### src/design/gda_pkg.sv
// ============================================================================
// gda_pkg - shared types and constants of the Gregorian date arithmetic unit
// Operation codes, sequencer states, calendar constants and the small
// calendar functions (leap year, month length).
// ============================================================================
`default_nettype none

package gda_pkg;

    // Operation codes carried with each request
    typedef enum logic [1:0] {
        FUNC_LOAD    = 2'd0,
        FUNC_ADD     = 2'd1,
        FUNC_SUB     = 2'd2,
        FUNC_COMPARE = 2'd3
    } func_t;

    // Sequencer states
    typedef enum logic [3:0] {
        ST_IDLE,
        ST_MUL_C,
        ST_REM,
        ST_CHECK,
        ST_MUL_Y,
        ST_YSUM,
        ST_MON,
        ST_ARITH,
        ST_WALK,
        ST_MONW,
        ST_DONE
    } state_t;

    // Field widths
    localparam int YEAR_W   = 14;
    localparam int MONTH_W  = 4;
    localparam int DAY_W    = 5;
    localparam int COUNT_W  = 16;
    localparam int SERIAL_W = 22;
    localparam int CENT_W   = 8;
    localparam int CREM_W   = 7;
    localparam int MUL_B_W  = 13;
    localparam int MUL_P_W  = 27;

    // Calendar constants
    localparam logic [YEAR_W-1:0]   MAX_YEAR     = 14'd9999;
    localparam logic [SERIAL_W-1:0] LAST_SERIAL  = 22'd3652424;
    localparam logic [MONTH_W-1:0]  MONTH_FIRST  = 4'd1;
    localparam logic [MONTH_W-1:0]  MONTH_FEB    = 4'd2;
    localparam logic [MONTH_W-1:0]  MONTH_LAST   = 4'd12;
    localparam logic [DAY_W-1:0]    DAYS_LONG    = 5'd31;
    localparam logic [DAY_W-1:0]    DAYS_SHORT   = 5'd30;
    localparam logic [DAY_W-1:0]    DAYS_FEB     = 5'd28;
    localparam logic [DAY_W-1:0]    DAYS_FEB_LP  = 5'd29;
    localparam logic [8:0]          DAYS_YEAR    = 9'd365;
    localparam logic [8:0]          DAYS_YEAR_LP = 9'd366;
    localparam logic [CREM_W-1:0]   CREM_MAX     = 7'd99;

    // Multiplier constants: year length and reciprocal of 100 (scaled by 2^19)
    localparam logic [MUL_B_W-1:0]  MUL_YEAR     = 13'd365;
    localparam logic [MUL_B_W-1:0]  MUL_RECIP100 = 13'd5243;
    localparam int                  RECIP_SHIFT  = 19;

    // Leap year from year mod 4, century mod 4 and year mod 100
    function automatic logic is_leap(input logic [1:0]        y_lo,
                                     input logic [1:0]        c_lo,
                                     input logic [CREM_W-1:0] r100);
        is_leap = (y_lo == 2'd0) && ((r100 != '0) || (c_lo == 2'd0));
    endfunction

    // Length of a month, zero for a month code outside the calendar
    function automatic logic [DAY_W-1:0] month_days(input logic               leap,
                                                    input logic [MONTH_W-1:0] m);
        logic [DAY_W-1:0] len;
        unique case (m)
            4'd1, 4'd3, 4'd5, 4'd7, 4'd8, 4'd10, 4'd12: len = DAYS_LONG;
            4'd4, 4'd6, 4'd9, 4'd11:                    len = DAYS_SHORT;
            MONTH_FEB:                                  len = leap ? DAYS_FEB_LP : DAYS_FEB;
            default:                                    len = '0;
        endcase
        month_days = len;
    endfunction

endpackage

`default_nettype wire

### src/design/gregorian_date_arithmetic_unit.sv
// ============================================================================
// gregorian_date_arithmetic_unit - Gregorian date add, subtract and compare
// Holds one date (reset 1900-01-01) and runs load, add days, subtract days
// and compare requests on it under a small sequencer with one shared
// multiplier.
// ============================================================================
// One request is taken at a time; s_axis_tready is high only while the
// sequencer is idle, and a finished result may wait in the output register
// while the next request is taken. A date is turned into a day number with
// two passes of the shared multiplier (century by reciprocal, then 365 times
// the year) and one month length added per cycle. Add and subtract then walk
// the year one calendar year per cycle from the held year and finish with
// one month per cycle. Out of range add or subtract leaves the date
// unchanged and sets range_error; an invalid given date sets date_invalid.
`default_nettype none

module gregorian_date_arithmetic_unit (
    input  wire logic        aclk,
    input  wire logic        aresetn,
    // request channel
    input  wire logic        s_axis_tvalid,
    output logic             s_axis_tready,
    // tdata: day_count[15:0], other_year[29:16], other_month[33:30],
    //        other_day[38:34], zero pad [39]
    input  wire logic [39:0] s_axis_tdata,
    // tuser: func[1:0]
    input  wire logic [1:0]  s_axis_tuser,
    // result channel
    output logic             m_axis_tvalid,
    input  wire logic        m_axis_tready,
    // tdata: year[13:0], month[17:14], day[22:18], is_later[23],
    //        is_equal[24], day_distance[46:25], date_invalid[47],
    //        range_error[48], zero pad [55:49]
    output logic [55:0]      m_axis_tdata
);

    localparam int YW = gda_pkg::YEAR_W;
    localparam int MW = gda_pkg::MONTH_W;
    localparam int DW = gda_pkg::DAY_W;
    localparam int SW = gda_pkg::SERIAL_W;
    localparam int CW = gda_pkg::CENT_W;
    localparam int RW = gda_pkg::CREM_W;

    gda_pkg::state_t state_reg, state_next;

    // request fields
    gda_pkg::func_t                  func_reg, func_next;
    logic [gda_pkg::COUNT_W-1:0]     cnt_reg, cnt_next;
    logic [YW-1:0]                   oy_reg, oy_next;
    logic [MW-1:0]                   om_reg, om_next;
    logic [DW-1:0]                   od_reg, od_next;

    // held date
    logic [YW-1:0] held_year_reg, held_year_next;
    logic [MW-1:0] held_month_reg, held_month_next;
    logic [DW-1:0] held_day_reg, held_day_next;

    // work registers
    logic          phase_reg, phase_next;
    logic [YW-1:0] cy_reg, cy_next;
    logic [MW-1:0] cm_reg, cm_next;
    logic [DW-1:0] cd_reg, cd_next;
    logic [CW-1:0] cc_reg, cc_next;
    logic [RW-1:0] cr_reg, cr_next;
    logic [MW-1:0] k_reg, k_next;
    logic [SW-1:0] acc_reg, acc_next;
    logic [SW-1:0] ys_reg, ys_next;
    logic [SW-1:0] sb_reg, sb_next;
    logic [SW-1:0] dist_reg, dist_next;
    logic          inv_reg, inv_next;
    logic          rerr_reg, rerr_next;

    // output register
    logic          m_valid_reg, m_valid_next;
    logic [YW-1:0] m_year_reg, m_year_next;
    logic [MW-1:0] m_month_reg, m_month_next;
    logic [DW-1:0] m_day_reg, m_day_next;
    logic          m_later_reg, m_later_next;
    logic          m_equal_reg, m_equal_next;
    logic [SW-1:0] m_dist_reg, m_dist_next;
    logic          m_inv_reg, m_inv_next;
    logic          m_rerr_reg, m_rerr_next;

    // shared multiplier
    logic [gda_pkg::MUL_B_W-1:0] mul_b;
    logic [gda_pkg::MUL_P_W-1:0] mul_prod;

    // calendar helpers
    logic          leap_cur;
    logic          leap_prev;
    logic [1:0]    prev_y_lo;
    logic [1:0]    prev_c_lo;
    logic [RW-1:0] prev_r;
    logic [DW-1:0] dim_k;
    logic [DW-1:0] dim_cm;
    logic          date_ok;
    logic [14:0]   cent_x100;
    logic [11:0]   q4, q100, q400, lb;
    logic          r_nz;
    logic [8:0]    walk_len;
    logic [SW-1:0] walk_ys;
    logic [SW-1:0] add_sum;
    logic          cmp_later;
    logic          cmp_equal;
    logic          out_free;

    assign s_axis_tready = (state_reg == gda_pkg::ST_IDLE);
    assign m_axis_tvalid = m_valid_reg;
    assign m_axis_tdata  = {7'd0, m_rerr_reg, m_inv_reg, m_dist_reg, m_equal_reg,
                            m_later_reg, m_day_reg, m_month_reg, m_year_reg};
    assign out_free      = !m_valid_reg || m_axis_tready;

    // Shared multiplier: century reciprocal first, then days per year
    assign mul_b    = (state_reg == gda_pkg::ST_MUL_C) ? gda_pkg::MUL_RECIP100
                                                       : gda_pkg::MUL_YEAR;
    assign mul_prod = gda_pkg::MUL_P_W'(cy_reg) * gda_pkg::MUL_P_W'(mul_b);

    // Leap year of the working year and of the year before it
    assign leap_cur  = gda_pkg::is_leap(cy_reg[1:0], cc_reg[1:0], cr_reg);
    assign prev_y_lo = cy_reg[1:0] - 2'd1;
    assign prev_r    = (cr_reg == '0) ? gda_pkg::CREM_MAX : cr_reg - RW'(1);
    assign prev_c_lo = (cr_reg == '0) ? cc_reg[1:0] - 2'd1 : cc_reg[1:0];
    assign leap_prev = gda_pkg::is_leap(prev_y_lo, prev_c_lo, prev_r);

    assign dim_k  = gda_pkg::month_days(leap_cur, k_reg);
    assign dim_cm = gda_pkg::month_days(leap_cur, cm_reg);

    // Given date lies in the calendar
    assign date_ok = (cy_reg <= gda_pkg::MAX_YEAR) && (cd_reg != '0)
                     && (cd_reg <= dim_cm);

    // Century times 100 for the year remainder
    assign cent_x100 = (15'(cc_reg) << 6) + (15'(cc_reg) << 5) + (15'(cc_reg) << 2);

    // Leap days before the working year: ceil(y/4) - ceil(y/100) + ceil(y/400)
    assign r_nz = (cr_reg != '0);
    assign q4   = 12'((15'(cy_reg) + 15'd3) >> 2);
    assign q100 = 12'(cc_reg) + 12'(r_nz);
    assign q400 = 12'(cc_reg[CW-1:2]) + 12'((cc_reg[1:0] != 2'd0) || r_nz);
    assign lb   = q4 + q400 - q100;

    // Year walk step: forward for add, backward for subtract
    assign walk_len = (func_reg == gda_pkg::FUNC_ADD)
                      ? (leap_cur  ? gda_pkg::DAYS_YEAR_LP : gda_pkg::DAYS_YEAR)
                      : (leap_prev ? gda_pkg::DAYS_YEAR_LP : gda_pkg::DAYS_YEAR);
    assign walk_ys  = (func_reg == gda_pkg::FUNC_ADD) ? ys_reg + SW'(walk_len)
                                                      : ys_reg - SW'(walk_len);

    assign add_sum = acc_reg + SW'(cnt_reg);

    // Held date against given date, year then month then day
    always_comb begin
        priority if (held_year_reg != oy_reg) begin
            cmp_later = held_year_reg > oy_reg;
        end else if (held_month_reg != om_reg) begin
            cmp_later = held_month_reg > om_reg;
        end else begin
            cmp_later = held_day_reg > od_reg;
        end
        cmp_equal = (held_year_reg == oy_reg) && (held_month_reg == om_reg)
                    && (held_day_reg == od_reg);
    end

    // Sequencer: next state and work register updates
    always_comb begin
        state_next      = state_reg;
        func_next       = func_reg;
        cnt_next        = cnt_reg;
        oy_next         = oy_reg;
        om_next         = om_reg;
        od_next         = od_reg;
        held_year_next  = held_year_reg;
        held_month_next = held_month_reg;
        held_day_next   = held_day_reg;
        phase_next      = phase_reg;
        cy_next         = cy_reg;
        cm_next         = cm_reg;
        cd_next         = cd_reg;
        cc_next         = cc_reg;
        cr_next         = cr_reg;
        k_next          = k_reg;
        acc_next        = acc_reg;
        ys_next         = ys_reg;
        sb_next         = sb_reg;
        dist_next       = dist_reg;
        inv_next        = inv_reg;
        rerr_next       = rerr_reg;
        m_valid_next    = m_valid_reg && !m_axis_tready;
        m_year_next     = m_year_reg;
        m_month_next    = m_month_reg;
        m_day_next      = m_day_reg;
        m_later_next    = m_later_reg;
        m_equal_next    = m_equal_reg;
        m_dist_next     = m_dist_reg;
        m_inv_next      = m_inv_reg;
        m_rerr_next     = m_rerr_reg;

        unique case (state_reg)
            // Take a request and pick the first date to convert
            gda_pkg::ST_IDLE: begin
                if (s_axis_tvalid) begin
                    func_next  = gda_pkg::func_t'(s_axis_tuser);
                    cnt_next   = s_axis_tdata[15:0];
                    oy_next    = s_axis_tdata[29:16];
                    om_next    = s_axis_tdata[33:30];
                    od_next    = s_axis_tdata[38:34];
                    phase_next = 1'b0;
                    dist_next  = '0;
                    inv_next   = 1'b0;
                    rerr_next  = 1'b0;
                    if ((gda_pkg::func_t'(s_axis_tuser) == gda_pkg::FUNC_LOAD)
                        || (gda_pkg::func_t'(s_axis_tuser) == gda_pkg::FUNC_COMPARE)) begin
                        cy_next = s_axis_tdata[29:16];
                        cm_next = s_axis_tdata[33:30];
                        cd_next = s_axis_tdata[38:34];
                    end else begin
                        cy_next = held_year_reg;
                        cm_next = held_month_reg;
                        cd_next = held_day_reg;
                    end
                    state_next = gda_pkg::ST_MUL_C;
                end
            end
            // Century of the working year by reciprocal multiply
            gda_pkg::ST_MUL_C: begin
                cc_next    = mul_prod[gda_pkg::RECIP_SHIFT +: CW];
                state_next = gda_pkg::ST_REM;
            end
            // Year within its century
            gda_pkg::ST_REM: begin
                cr_next    = RW'(15'(cy_reg) - cent_x100);
                state_next = gda_pkg::ST_CHECK;
            end
            // Validate a given date; a load ends here
            gda_pkg::ST_CHECK: begin
                if (((func_reg == gda_pkg::FUNC_LOAD)
                     || ((func_reg == gda_pkg::FUNC_COMPARE) && !phase_reg)) && !date_ok) begin
                    inv_next   = 1'b1;
                    state_next = gda_pkg::ST_DONE;
                end else if (func_reg == gda_pkg::FUNC_LOAD) begin
                    state_next = gda_pkg::ST_DONE;
                end else begin
                    state_next = gda_pkg::ST_MUL_Y;
                end
            end
            // Days in whole years before the working year
            gda_pkg::ST_MUL_Y: begin
                acc_next   = mul_prod[SW-1:0];
                state_next = gda_pkg::ST_YSUM;
            end
            // Add leap days; keep the year start and add the day of month
            gda_pkg::ST_YSUM: begin
                ys_next    = acc_reg + SW'(lb);
                acc_next   = acc_reg + SW'(lb) + SW'(cd_reg) - SW'(1);
                k_next     = gda_pkg::MONTH_FIRST;
                state_next = gda_pkg::ST_MON;
            end
            // Add one month length per cycle, then dispatch on the operation
            gda_pkg::ST_MON: begin
                if (k_reg < cm_reg) begin
                    acc_next = acc_reg + SW'(dim_k);
                    k_next   = k_reg + MW'(1);
                end else if ((func_reg == gda_pkg::FUNC_COMPARE) && !phase_reg) begin
                    sb_next    = acc_reg;
                    phase_next = 1'b1;
                    cy_next    = held_year_reg;
                    cm_next    = held_month_reg;
                    cd_next    = held_day_reg;
                    state_next = gda_pkg::ST_MUL_C;
                end else if (func_reg == gda_pkg::FUNC_COMPARE) begin
                    dist_next  = (acc_reg > sb_reg) ? acc_reg - sb_reg : sb_reg - acc_reg;
                    state_next = gda_pkg::ST_DONE;
                end else begin
                    state_next = gda_pkg::ST_ARITH;
                end
            end
            // Apply the day count and check the calendar range
            gda_pkg::ST_ARITH: begin
                if (func_reg == gda_pkg::FUNC_ADD) begin
                    if (add_sum > gda_pkg::LAST_SERIAL) begin
                        rerr_next  = 1'b1;
                        state_next = gda_pkg::ST_DONE;
                    end else begin
                        acc_next   = add_sum;
                        state_next = gda_pkg::ST_WALK;
                    end
                end else begin
                    if (acc_reg < SW'(cnt_reg)) begin
                        rerr_next  = 1'b1;
                        state_next = gda_pkg::ST_DONE;
                    end else begin
                        acc_next   = acc_reg - SW'(cnt_reg);
                        state_next = gda_pkg::ST_WALK;
                    end
                end
            end
            // Step one year per cycle until the target falls in the year
            gda_pkg::ST_WALK: begin
                if ((func_reg == gda_pkg::FUNC_ADD) && (acc_reg >= walk_ys)) begin
                    ys_next = walk_ys;
                    cy_next = cy_reg + YW'(1);
                    if (cr_reg == gda_pkg::CREM_MAX) begin
                        cr_next = '0;
                        cc_next = cc_reg + CW'(1);
                    end else begin
                        cr_next = cr_reg + RW'(1);
                    end
                end else if ((func_reg != gda_pkg::FUNC_ADD) && (acc_reg < ys_reg)) begin
                    ys_next = walk_ys;
                    cy_next = cy_reg - YW'(1);
                    cr_next = prev_r;
                    if (cr_reg == '0) begin
                        cc_next = cc_reg - CW'(1);
                    end
                end else begin
                    acc_next   = acc_reg - ys_reg;
                    cm_next    = gda_pkg::MONTH_FIRST;
                    state_next = gda_pkg::ST_MONW;
                end
            end
            // Step one month per cycle inside the final year
            gda_pkg::ST_MONW: begin
                if ((cm_reg < gda_pkg::MONTH_LAST) && (acc_reg >= SW'(dim_cm))) begin
                    acc_next = acc_reg - SW'(dim_cm);
                    cm_next  = cm_reg + MW'(1);
                end else begin
                    cd_next    = DW'(acc_reg) + DW'(1);
                    state_next = gda_pkg::ST_DONE;
                end
            end
            // Commit the held date and fill the output register
            gda_pkg::ST_DONE: begin
                if (out_free) begin
                    if ((func_reg == gda_pkg::FUNC_LOAD) && !inv_reg) begin
                        held_year_next  = oy_reg;
                        held_month_next = om_reg;
                        held_day_next   = od_reg;
                        m_year_next     = oy_reg;
                        m_month_next    = om_reg;
                        m_day_next      = od_reg;
                    end else if (((func_reg == gda_pkg::FUNC_ADD)
                                  || (func_reg == gda_pkg::FUNC_SUB)) && !rerr_reg) begin
                        held_year_next  = cy_reg;
                        held_month_next = cm_reg;
                        held_day_next   = cd_reg;
                        m_year_next     = cy_reg;
                        m_month_next    = cm_reg;
                        m_day_next      = cd_reg;
                    end else begin
                        m_year_next     = held_year_reg;
                        m_month_next    = held_month_reg;
                        m_day_next      = held_day_reg;
                    end
                    m_later_next = (func_reg == gda_pkg::FUNC_COMPARE) && cmp_later;
                    m_equal_next = (func_reg == gda_pkg::FUNC_COMPARE) && cmp_equal;
                    m_dist_next  = dist_reg;
                    m_inv_next   = inv_reg;
                    m_rerr_next  = rerr_reg;
                    m_valid_next = 1'b1;
                    state_next   = gda_pkg::ST_IDLE;
                end
            end
            default: begin
                state_next = gda_pkg::ST_IDLE;
            end
        endcase
    end

    // Control state and held date
    always_ff @(posedge aclk) begin
        if (!aresetn) begin
            state_reg      <= gda_pkg::ST_IDLE;
            m_valid_reg    <= 1'b0;
            held_year_reg  <= 14'd1900;
            held_month_reg <= gda_pkg::MONTH_FIRST;
            held_day_reg   <= 5'd1;
        end else begin
            state_reg      <= state_next;
            m_valid_reg    <= m_valid_next;
            held_year_reg  <= held_year_next;
            held_month_reg <= held_month_next;
            held_day_reg   <= held_day_next;
        end
    end

    // Payload and work registers
    always_ff @(posedge aclk) begin
        func_reg    <= func_next;
        cnt_reg     <= cnt_next;
        oy_reg      <= oy_next;
        om_reg      <= om_next;
        od_reg      <= od_next;
        phase_reg   <= phase_next;
        cy_reg      <= cy_next;
        cm_reg      <= cm_next;
        cd_reg      <= cd_next;
        cc_reg      <= cc_next;
        cr_reg      <= cr_next;
        k_reg       <= k_next;
        acc_reg     <= acc_next;
        ys_reg      <= ys_next;
        sb_reg      <= sb_next;
        dist_reg    <= dist_next;
        inv_reg     <= inv_next;
        rerr_reg    <= rerr_next;
        m_year_reg  <= m_year_next;
        m_month_reg <= m_month_next;
        m_day_reg   <= m_day_next;
        m_later_reg <= m_later_next;
        m_equal_reg <= m_equal_next;
        m_dist_reg  <= m_dist_next;
        m_inv_reg   <= m_inv_next;
        m_rerr_reg  <= m_rerr_next;
    end

endmodule

`default_nettype wire
### config.mk
export PLATFORM = sky130hd
export DESIGN_NAME = gregorian_date_arithmetic_unit
export DESIGN_NICKNAME = d
export VERILOG_FILES = /design/src/design/gda_pkg.sv /design/src/design/gregorian_date_arithmetic_unit.sv
export SDC_FILE = /design/constraint.sdc
export NUM_CORES = 1
export LEC_CHECK = 0
export BUFFER_PORTS_ARGS = -buffer_cell sky130_fd_sc_hd__buf_2
export CORE_ASPECT_RATIO = 0.5
export CORE_MARGIN = 5
export CORE_UTILIZATION = 43
export CTS_CLUSTER_DIAMETER = 150
export DETAILED_ROUTE_END_ITERATION = 8
export MAX_ROUTING_LAYER = met4
export SKIP_CTS_REPAIR_TIMING = 1
export SKIP_LAST_GASP = 1
export SYNTH_ARGS = -nofsm -noshare
export SYNTH_HDL_FRONTEND = slang
export SYNTH_SLANG_ARGS = --single-unit
### constraint.sdc
create_clock -name aclk -period 24.9 [get_ports aclk]
set_input_delay 3.735 -clock aclk [delete_from_list [all_inputs] [get_ports aclk]]
set_output_delay 3.735 -clock aclk [all_outputs]
set_load 0.01 [all_outputs]
After elaboration in Yosys (flattened, before gate mapping)
Cells that the tools add are included.
{"block": "totals", "ff_bits": 251, "out_inout_bits": 58}
{"block": "op_classes", "n_addsub": 31, "n_mul": 1, "magnitude_cmp": 13, "eq_ne": 64, "muxes": 93, "bitwise_logic": 1, "reduce_logical": 72}
{"operator": "22-bit 2-to-1 mux", "count": 15}
{"operator": "22-bit one-hot mux with 6 select lines", "count": 1}
{"operator": "14-bit 2-to-1 mux", "count": 8}
{"operator": "22-bit one-hot mux with 2 select lines", "count": 2}
{"operator": "4-bit 2-to-1 mux", "count": 21}
{"operator": "22-bit subtractor", "count": 3}
{"operator": "4-bit == test, second input constant", "count": 13}
{"operator": "4-bit by 3-bit == test with 1-bit output, second input constant", "count": 12}
{"operator": "5-bit one-hot mux with 3 select lines", "count": 3}
{"operator": "22-bit by 5-bit adder with 22-bit output", "count": 2}
{"operator": "4-bit one-hot mux with 11 select lines", "count": 1}
{"operator": "14-bit one-hot mux with 3 select lines", "count": 1}
{"operator": "5-bit 2-to-1 mux", "count": 7}
{"operator": "8-bit 2-to-1 mux", "count": 4}
{"operator": "7-bit 2-to-1 mux", "count": 4}
{"operator": "14-bit by 13-bit multiplier with 27-bit output", "count": 1}
{"operator": "4-bit by 2-bit == test with 1-bit output, second input constant", "count": 6}
{"operator": "2-bit inequality test, second input constant", "count": 12}
{"operator": "22-bit by 12-bit adder with 22-bit output", "count": 1}
{"operator": "22-bit by 16-bit adder with 22-bit output", "count": 1}
{"operator": "22-bit by 9-bit adder with 22-bit output", "count": 1}
{"operator": "22-bit >= comparator", "count": 1}
{"operator": "22-bit by 5-bit >= comparator with 1-bit output", "count": 1}
{"operator": "22-bit greater-than comparator", "count": 1}
{"operator": "other kinds (70)", "count": 153}

Logic depth before layout (Yosys ltp)
Gate-level depths: netlist of run 1.
{"block": "depth", "word_depth": 13, "mapped_depth": 39, "mapped_depth_nobuf": 38}

Worst setup path after synthesis of run 1
OpenSTA, ideal clock, no wires.
{"block": "synth_path", "path_type": "flip-flop to flip-flop", "startpoint": "reg cr_reg[5]", "endpoint": "reg cy_reg[13] (data pin)", "setup_time_ps": 268, "arrival_time_ps": 7899, "required_time_ps": 24632, "setup_slack_ps": 16733, "stages_incl_launch_ff": 40, "period_less_slack_ps": 8167, "path_cell_list": "edfxtp_1 -> clkbuf_1 -> nor4_1 -> nand3b_1 -> inv_1 -> ha_1 -> o211ai_1 -> o2111ai_1 -> o311ai_0 -> o21a_1 -> ha_1 -> fa_1 -> a21o_1 -> a21oi_1 -> o21a_1 -> o31ai_1 -> o41ai_1 -> nor2_1 -> (+4 left out) -> a21oi_1 -> a211oi_1 -> o21ai_0 -> a221oi_1 -> o22ai_2 -> inv_1 -> buf_1 -> ha_1 -> a21o_1 -> a21oi_1 -> o21ai_0 -> a31oi_1 -> o21ai_0 -> a21o_1 -> a21oi_1 -> o21ai_0 -> xnor2_1 -> o21ai_0"}
{"block": "synth_between", "elab_chain_len": 13, "word_cells_on_any_way": 21, "classes_between": "add/sub: 3; order compare: 1; mux: 8; reduce/logical: 9"}
{"element": "start, declared", "line_no": "gregorian_date_arithmetic_unit.sv:64", "rtl": "logic [RW-1:0] cr_reg, cr_next;"}
{"element": "start signal, assigned", "line_no": "gregorian_date_arithmetic_unit.sv:398", "rtl": "cr_reg <= cr_next;"}
{"element": "7-bit by 1-bit subtractor with 7-bit output or 7-bit logical NOT (tied branches)", "line_no": "gregorian_date_arithmetic_unit.sv:121, gregorian_date_arithmetic_unit.sv:122"}
{"element": "7-bit 2-to-1 mux or 2-bit 2-to-1 mux (tied branches)", "line_no": "gregorian_date_arithmetic_unit.sv:121, gregorian_date_arithmetic_unit.sv:122"}
{"element": "7-bit nonzero test or 2-bit logical NOT (tied branches)", "line_no": "gda_pkg.sv:67", "rtl": "is_leap = (y_lo == 2'd0) && ((r100 != '0) || (c_lo == 2'd0));"}
{"element": "1-bit logical OR", "line_no": "gda_pkg.sv:67"}
{"element": "1-bit logical AND", "line_no": "gda_pkg.sv:67"}
{"element": "2-bit 2-to-1 mux", "line_no": "gregorian_date_arithmetic_unit.sv:145", "rtl": ": (leap_prev ? gda_pkg::DAYS_YEAR_LP : gda_pkg::DAYS_YEAR);"}
{"element": "2-bit 2-to-1 mux *", "line_no": "gregorian_date_arithmetic_unit.sv:144", "rtl": "? (leap_cur ? gda_pkg::DAYS_YEAR_LP : gda_pkg::DAYS_YEAR)"}
{"element": "22-bit by 9-bit subtractor with 22-bit output or 22-bit by 9-bit adder with 22-bit output (tied branches)", "line_no": "gregorian_date_arithmetic_unit.sv:147, gregorian_date_arithmetic_unit.sv:146"}
{"element": "22-bit 2-to-1 mux *", "line_no": "gregorian_date_arithmetic_unit.sv:146", "rtl": "assign walk_ys = (func_reg == gda_pkg::FUNC_ADD) ? ys_reg + SW'(walk_len)"}
{"element": "22-bit >= comparator *", "line_no": "gregorian_date_arithmetic_unit.sv:299", "rtl": "if ((func_reg == gda_pkg::FUNC_ADD) && (acc_reg >= walk_ys)) begin"}
{"element": "1-bit logical AND *", "line_no": "gregorian_date_arithmetic_unit.sv:299"}
{"element": "14-bit 2-to-1 mux *", "line_no": "gregorian_date_arithmetic_unit.sv:299"}
{"element": "14-bit one-hot mux with 3 select lines *", "line_no": "gregorian_date_arithmetic_unit.sv:198", "rtl": "unique case (state_reg)"}
{"element": "named net cy_next[13]", "line_no": "gregorian_date_arithmetic_unit.sv:60", "rtl": "logic [YW-1:0] cy_reg, cy_next;"}
{"element": "end signal, assigned", "line_no": "gregorian_date_arithmetic_unit.sv:394", "rtl": "cy_reg <= cy_next;"}
{"element": "end, declared", "line_no": "gregorian_date_arithmetic_unit.sv:60"}
Mark *: on every way through the listed nets, which the timed path passes. The rest lies on a longest branch.
A chain may end at the register's enable or synchronous reset.

Worst setup path in the final report of run 1
{"block": "layout_path", "startpoint": "reg cr_reg[2]", "endpoint": "reg cy_reg[13] (data pin)"}
Same word-level chain as after synthesis.

==> flow_metrics.tcl, run 1 <==
set metrics [dict create \
    outcome "completed" \
    crit_path_max_fanout 17 \
    drv_cap 0 \
    path_delay_family "compound AO/OA/AOI/OAI gates" \
    antenna_found_initial 2 \
    synth_cell_types 97 \
    synth.most_common_cell "ha_1" \
    arrival_ns 9.68 \
    syn_inst 3149 \
    routedWlPerCell_um 19.7 \
    final_util_pct 47.1 \
    synth_compound_gate_area_share_pct 18.7 \
    yosysSeqAreaShare_pct 25.8 \
    setup_violations 0 \
    critPathCaptureType "register" \
    cts_sinks 251 \
    drt_pass1_iterations 6 \
    worst_slew_pin_slew_ns 1.12 \
    cts_tree "built" \
    synthXorXnorAreaFrac_pct 6.76 \
    synth_edf_count 223 \
    max_freq_mhz 107 \
    grt_pass1_vias 22601 \
    yosys.area_share.adder_pct 25.7 \
    max_stage_delay_ns 0.87 \
    fin_skew_ns 0.0422 \
    cts.clk_slew.worst_paths_ns 0.07 \
    layout-drive-gt1-share_pct 7.48 \
    core-area_um2 64900 \
    synthSimpleGateAreaFrac_pct 13.3 \
    worstHoldPathType "reg -> reg" \
    async_flop_share_pct 0 \
    grt_use_total_pct 23.3 \
    fin_tns_setup_ns 0 \
    yosys_warnings 0 \
    synth_flop_cell "edfxtp_1" \
    cp_slowest_cell "o21ai_0" \
    critPathBufInv 2 \
    netlist_area_um2 28100 \
    synth_top_family_by_area "adder cells" \
    start_kind "register" \
    drt-total-wl_um 81400 \
    htree_levels 1 \
    finalCritPeriodShare_pct 37.4 \
    fp.dieH_um 191 \
    vias 23148 \
    drc 0 \
    grt_pass1_wl_um 127000 \
    slew_violations 0 \
    initial_core_util_pct 43.3 \
    grt-ovfl-total 0 \
    maxSlewHeadroom_pct 25.2 \
    yosysTopAreaCell "edfxtp_1" \
    period_needed_ns 9.32 \
    synth_commonest_cells "ha_1, inv_1, nand2_1" \
    rsz0062_at_grt "no" \
    ys_seq_elements 251 \
    required_ns 25.26 \
    area_delta_synth_final_pct 8.70 \
    cts-root-buf "clkbuf_16" \
    muxShareOfSynthArea_pct 2.49 \
    routed_via_density 5.62 \
    synth_area_leaders "edfxtp_1, ha_1, fa_1" \
    avgSynthCellArea_um2 8.93 \
    path_class "reg -> reg" \
    synth_top_area_share_pct 23.8 \
    layout.nets 3772 \
    grt_max_degree 73 \
    hold_viol_final 0 \
    rows 66 \
    die-area_um2 70900 \
    cts_buffers 28 \
    die_x_um 372 \
    ant_nets 0 \
    ios 104 \
    clock_latency_ns 0.62 \
    hpwl_um 64000 \
    place_congestion 0.943 \
    drt_first_iter_violations 1776 \
    clockBufferDepth 3 \
    portBuffers 95 \
]
-- layout by cell type, fill, tap and decap left out, types with 22 or more instances in the layout --
master     count
mux2i_1       61
xnor2_1      153
edfxtp_1     223
buf_2         95
o21a_1        47
a21oi_1      173
nand3_1       59
a31oi_1       31
buf_4         45
ha_1         401
nor2_1       219
inv_1        381
a21o_1        68
o21ai_0      209
nand2_1      235
a21boi_0      23
o21bai_1      26
clkbuf_16     28
dfxtp_1       28
a211oi_1      27
nand4_1       31
xor2_1        64
nand2b_1      35
o31ai_1       22
fa_1         111
nor3_1        63
nor2b_1       38
-- final timing paths --
| kind | start | endpoint | slack, ns | cells past startpoint |
|---|---|---|---|---|
| hold / removal | dist_reg[15]$_SDFFCE_PN0P_ | m_dist_reg[15]$_DFFE_PP_ | 0.42 | 0 |
| hold reg to reg | dist_reg[15]$_SDFFCE_PN0P_ | m_dist_reg[15]$_DFFE_PP_ | 0.42 | 0 |
| setup reg to reg | cr_reg[2]$_DFFE_PP_ | cy_reg[13]$_DFFE_PP_ | 15.58 | 32 |
| setup / recovery | cr_reg[2]$_DFFE_PP_ | cy_reg[13]$_DFFE_PP_ | 15.58 | 32 |
-- cell type report --
| cell class | instances | area [µm²] |
|---|---|---|
| clock inverter | 21 | 288 |
| inverter | 385 | 1450 |
| sequential | 251 | 7260 |
| fill | 6372 | 34300 |
| tap | 884 | 1110 |
| timing repair buffer | 140 | 813 |
| antenna | 1 | 2.50 |
| clock buffer | 31 | 732 |
| multi-input combinational | 2408 | 18900 |
-- per-stage QoR --
stage / cell area (µm²) / setup slack (ns) / instances / hold WS (ns)
after floorplan: 28100 / 16.73 / 3157 / 0.400
after global placement: 29500 / 15.75 / 4068 / 0.402
after detailed placement: 29500 / 15.69 / 4068 / 0.405
after CTS: 30600 / 15.64 / 4120 / 0.419
after global routing: 30600 / 14.60 / 4121 / 0.424
final: 30600 / 15.58 / 4121 / 0.417
-- worst reg2reg max path, delay by kind of cell (launching register included) --
| kind | cells | cell delay [ns] |
|---|---|---|
| buffers and inverters | 2 | 0.76 |
| AND/OR/NAND/NOR | 4 | 1.19 |
| XOR/XNOR | 2 | 0.45 |
| adder cells (fa/ha/maj) | 3 | 0.98 |
| flip-flops | 1 | 0.58 |
| AO/OA/AOI/OAI | 21 | 5.11 |
-- kinds of logic (layout without fill, tap and decap cells) --
| family | after synthesis | count (layout) |
|---|---|---|
| AOI/OAI and AO/OA | 807 | 807 |
| xor gates and xnor gates | 217 | 217 |
| adders and majority gates | 512 | 512 |
| buffers and inverters | 498 | 577 |
| DFF | 251 | 251 |
| muxes | 69 | 69 |
| other | 2 | 11 |
| and+or+nand+nor | 793 | 793 |
-- layer usage --
metal	vias to the layer above	global-route usage [%]	wire [µm]
met2	691	37.5	36900
met1	11039	30.3	36200
met4	0	5.93	2270
met3	134	4.58	5910
li1	11284	-	-
met5	-	-	0
Power of run 1 is left out: the tool's default activity adds up to more than one toggle a clock period on the data nets, which glitch-free logic cannot reach.
==> inputs of run 2 (changes only) <==
Settings changed: ABC_AREA set to 1.
Clock period 24.9 ns to 8.05 ns, I/O delays scaled along.
==> run 2 against run 1 <==
Net effect: register-to-register slack worse by 15 ns; critical path type unchanged; setup slack lost 15 ns; first-iteration DRC count rose by 66%; wire length rose by 20%; critical path depth rose by 5; synthesized cell count up 20%; largest cell class unchanged; clock-buffer cell count grew 6; hold slack gained 0.00055 ns; clock skew down 0.011 ns; global-route usage increased by 3.4 points.
==> flow_metrics.tcl, run 2 <==
set metrics [dict create \
    area_delta_synth_final_pct 9.19 \
    synth_top_area_share_pct 23.1 \
    cts_tree "built" \
    required_ns 8.38 \
    crit_top_cell "inv_1" \
    fin_skew_ns 0.0315 \
    worst_slew_pin_slew_ns 1.19 \
    period_needed_ns 7.50 \
    netlist_area_um2 29000 \
    cts-root-buf "clkbuf_16" \
    synth_commonest_cells "nand2_1, inv_1, ha_1" \
    grt_use_total_pct 26.7 \
    setup_slack_ns 0.555 \
    die-area_um2 73100 \
    ys_seq_elements 251 \
    startpoint "cr_reg[3]$_DFFE_PP_" \
    hpwl_um 78700 \
    grt_pass1_wl_um 149000 \
    synth_cell_types 70 \
    drv_cap 0 \
    layout.nets 4463 \
    syn_inst 3794 \
    grt-ovfl-total 0 \
    yosys_warnings 0 \
    fp.dieH_um 194 \
    nFillCells 6764 \
    synth_edf_count 223 \
    worstReg2RegEnd "acc_reg[21]$_DFFE_PP_" \
    cts.clk_slew.worst_paths_ns 0.07 \
    vias 26734 \
    initial_core_util_pct 43.4 \
    drt_first_iter_violations 2941 \
    layout_common_cells "nand2_1, inv_1, ha_1, nor2_1, a21oi_1" \
    drt-total-wl_um 97700 \
    cp_slowest_cell "fa_1" \
    yosysSeqAreaShare_pct 25.0 \
    layout-drive-gt1-share_pct 8.03 \
    r2r-start "cr_reg[3]$_DFFE_PP_" \
    cts_buffers 27 \
    clockBufferDepth 3 \
    place_congestion 0.961 \
    rows 67 \
    async_flop_share_pct 0 \
    slew_violations 0 \
    rr_worst_depth 37 \
    grt_pass1_vias 25296 \
    max_freq_mhz 133 \
    max_stage_delay_ns 0.53 \
    path_class "reg -> reg" \
    yosysTopAreaCell "edfxtp_1" \
    arrival_ns 7.82 \
    synth.most_common_cell "nand2_1" \
    outcome "completed" \
    portBuffers 95 \
    routed_via_density 5.54 \
    synth_flop_cell "edfxtp_1" \
    worstHoldPathType "reg -> reg" \
    setup_violations 0 \
    fin_tns_setup_ns 0 \
    critPathCaptureType "register" \
    grt_max_degree 48 \
    ant_nets 0 \
    final_common_cell "nand2_1" \
    critPathCapture "acc_reg[21]$_DFFE_PP_" \
    dpl_worst_slack_ns 0.189 \
    antenna_found_initial 0 \
    avgSynthCellArea_um2 7.65 \
    routedWlPerCell_um 20.3 \
    synth_area_leaders "edfxtp_1, ha_1, nand2_1" \
    start_kind "register" \
    htree_levels 1 \
    hold_viol_final 0 \
    crit_path_max_fanout 7 \
    maxSlewHeadroom_pct 20.5 \
    cts_sinks 251 \
    clock_latency_ns 0.59 \
    ios 104 \
    die_x_um 377 \
    drc 0 \
    drt_pass1_iterations 6 \
    core-area_um2 66900 \
    finalCritPeriodShare_pct 93.1 \
    r2r_setup_slack_ns 0.55 \
]
[run 2: worst max-delay path: cells and delay by family (launching register included)]
family          cells  cell delay (ns)
simple gates       14             1.86
flops               1             0.47
xor+xnor            2             0.35
compound gates      9             1.38
buf+inv             6             0.57
fa+ha+maj           6             2.60
[run 2: kinds of logic (layout without fill, tap and decap cells)]
family	after synthesis	after routing	share of synthesized area [%]
and+or+nand+nor	1334	1334	19.6
AOI/OAI and AO/OA	831	831	16.6
buffers and inverters	738	861	10.0
adders and majority gates	512	512	25.0
DFF	251	251	25.0
xor gates and xnor gates	118	118	3.56
muxes	8	8	0.276
other	2	11	0.0259
[run 2: worst min-delay path by stage]
stage,startpoint,endpoint,slack [ns],cells after the start
3_3_place_gp,dist_reg[21]$_SDFFCE_PN0P_,m_dist_reg[21]$_DFFE_PP_,0.40,0
6_report,dist_reg[21]$_SDFFCE_PN0P_,m_dist_reg[21]$_DFFE_PP_,0.42,0
5_1_grt,dist_reg[21]$_SDFFCE_PN0P_,m_dist_reg[21]$_DFFE_PP_,0.42,0
2_1_floorplan,dist_reg[0]$_SDFFCE_PN0P_,m_dist_reg[0]$_DFFE_PP_,0.40,0
4_1_cts,dist_reg[6]$_SDFFCE_PN0P_,m_dist_reg[6]$_DFFE_PP_,0.42,0
3_5_place_dp,dist_reg[6]$_SDFFCE_PN0P_,m_dist_reg[6]$_DFFE_PP_,0.40,0
[run 2: per-stage QoR]
step	hold WS, ns	util, %	std cells	cell area (µm²)
floorplan	0.400	-	3802	29000
global placement	0.403	45.9	4769	30700
detailed placement	0.405	45.9	4769	30700
CTS	0.420	47.2	4818	31600
global route	0.424	47.4	4822	31700
finish	0.418	47.4	4823	31700
[run 2: layer usage]
metal / up-vias / GRT usage, % / share of wire [%]
met5: - / - / 0
met3: 129 / 2.96 / 7.1
met2: 928 / 40.2 / 43
met1: 12709 / 39.4 / 48
met4: 0 / 4.58 / 1.9
li1: 12968 / - / -
[run 2: layout make-up]
cell class / instances / area [µm²] / area share [%]
Sequential cell: 251 / 7260 / 22.9
Multi-Input combinational cell: 2813 / 19000 / 59.9
Timing Repair Buffer: 163 / 990 / 3.12
Tap cell: 897 / 1120 / 3.54
Inverter: 649 / 2440 / 7.70
Antenna cell: 1 / 2.50 / 0.00790
Clock buffer: 37 / 776 / 2.45
Clock inverter: 12 / 106 / 0.336
Power of run 2 is left out for the same reason.
==> inputs of run 3 (changes only) <==
Settings changed: ABC_AREA 1 to unset, CORE_UTILIZATION 43 to 35, SLEW_MARGIN set to 20.
==> run 3 against run 2 <==
Net effect: fmax decreased by 1.7%; non-clock buffer count is 101 higher; wire length down 13%; setup slack got worse by 0.13 ns.
==> flow_metrics.tcl, run 3 (synthesis results as in run 1) <==
set metrics [dict create \
    period_needed_ns 7.62 \
    critPathCaptureType "register" \
    area_delta_synth_final_pct 13.7 \
    antenna_found_initial 0 \
    fp.dieH_um 210 \
    grt_max_degree 53 \
    vias 23701 \
    final_common_cell "ha_1" \
    cts.clk_slew.worst_paths_ns 0.07 \
    grt_pass1_vias 23375 \
    cp_slowest_cell "fa_1" \
    max_stage_delay_ns 0.57 \
    routedWlPerCell_um 19.1 \
    slew_violations 0 \
    place_congestion 0.942 \
    drt_pass1_iterations 5 \
    core-area_um2 79600 \
    grt-ovfl-total 0 \
    worst_slew_pin_slew_ns 1.18 \
    drv_cap 0 \
    worstHoldPathType "reg -> reg" \
    arrival_ns 7.97 \
    cts-root-buf "clkbuf_16" \
    htree_levels 1 \
    die_x_um 411 \
    max_freq_mhz 131 \
    setup_violations 0 \
    portBuffers 95 \
    grt_pass1_wl_um 132000 \
    outcome "completed" \
    layout_common_cells "ha_1, inv_1, nand2_1, edfxtp_1, nor2_1" \
    rows 73 \
    hold_viol_final 0 \
    cts_tree "built" \
    clockBufferDepth 3 \
    clock_latency_ns 0.63 \
    setup_slack_ns 0.425 \
    path_class "reg -> reg" \
    die-area_um2 86400 \
    initial_core_util_pct 35.3 \
    fin_skew_ns 0.0418 \
    cts_buffers 29 \
    crit_top_cell "buf_4" \
    layout-drive-gt1-share_pct 12.0 \
    n_antenna_cell 0 \
    rsz0062_at_grt "yes" \
    hpwl_um 67400 \
    start_kind "register" \
    required_ns 8.39 \
    finalCritPeriodShare_pct 94.7 \
    crit_path_max_fanout 4 \
    drt-total-wl_um 84800 \
    routed_via_density 5.33 \
    maxSlewHeadroom_pct 20.6 \
    cts_sinks 251 \
    drc 0 \
    ant_nets 0 \
    grt_use_total_pct 19.6 \
    ios 104 \
    dpl_worst_slack_ns -0.0278 \
    layout.nets 3897 \
    drt_first_iter_violations 1769 \
]
[run 3: routing by layer]
metal  GRT usage, %  vias up  part of all wire [%]
met4           3.25        0                   1.5
met2           31.5      662                    45
met5              -        -                     0
met3           2.83       79                   6.8
met1           26.9    11415                    46
li1               -    11545                     -
[run 3: area by class of cell]
type / instances / area (µm²)
fillers: 7984 / 47600
clock inverters: 19 / 241
inverters: 385 / 1450
clock buffers: 35 / 758
flip-flops and latches: 251 / 7260
well taps: 1087 / 1360
repair buffers: 264 / 1750
multi-input cells: 2408 / 19100
[run 3: worst max-delay path: cells and delay by family (launching register included)]
kind | cells | cell delay (ns)
simple gates | 11 | 1.98
fa+ha+maj | 6 | 2.31
compound gates | 11 | 1.65
xor+xnor | 2 | 0.28
buf+inv | 7 | 0.72
flops | 1 | 0.40
[run 3: through the flow]
stage | cells | hold WS [ns] | util [%] | TNS (ns) | instance area (µm²)
global route | 4449 | 0.421 | 40.2 | -0.0947 | 32000
finish | 4449 | 0.417 | 40.2 | 0 | 32000
global placement | 4390 | 0.401 | 38.6 | 0 | 30700
floorplan | 3157 | 0.400 | - | 0 | 28200
CTS | 4444 | 0.420 | 39.8 | -0.101 | 31700
detailed placement | 4390 | 0.406 | 38.6 | -0.0278 | 30700
[run 3: path summary, 6_finish.rpt]
path                                                 start                        to  slack, ns  cells after the start
worst max-delay path                   cr_reg[4]$_DFFE_PP_     acc_reg[19]$_DFFE_PP_       0.43                     37
worst min-delay path            dist_reg[14]$_SDFFCE_PN0P_  m_dist_reg[14]$_DFFE_PP_       0.42                      0
worst min register to register  dist_reg[14]$_SDFFCE_PN0P_  m_dist_reg[14]$_DFFE_PP_       0.42                      0
worst max register to register         cr_reg[4]$_DFFE_PP_     acc_reg[19]$_DFFE_PP_       0.43                     37
Power of run 3 is left out for the same reason.
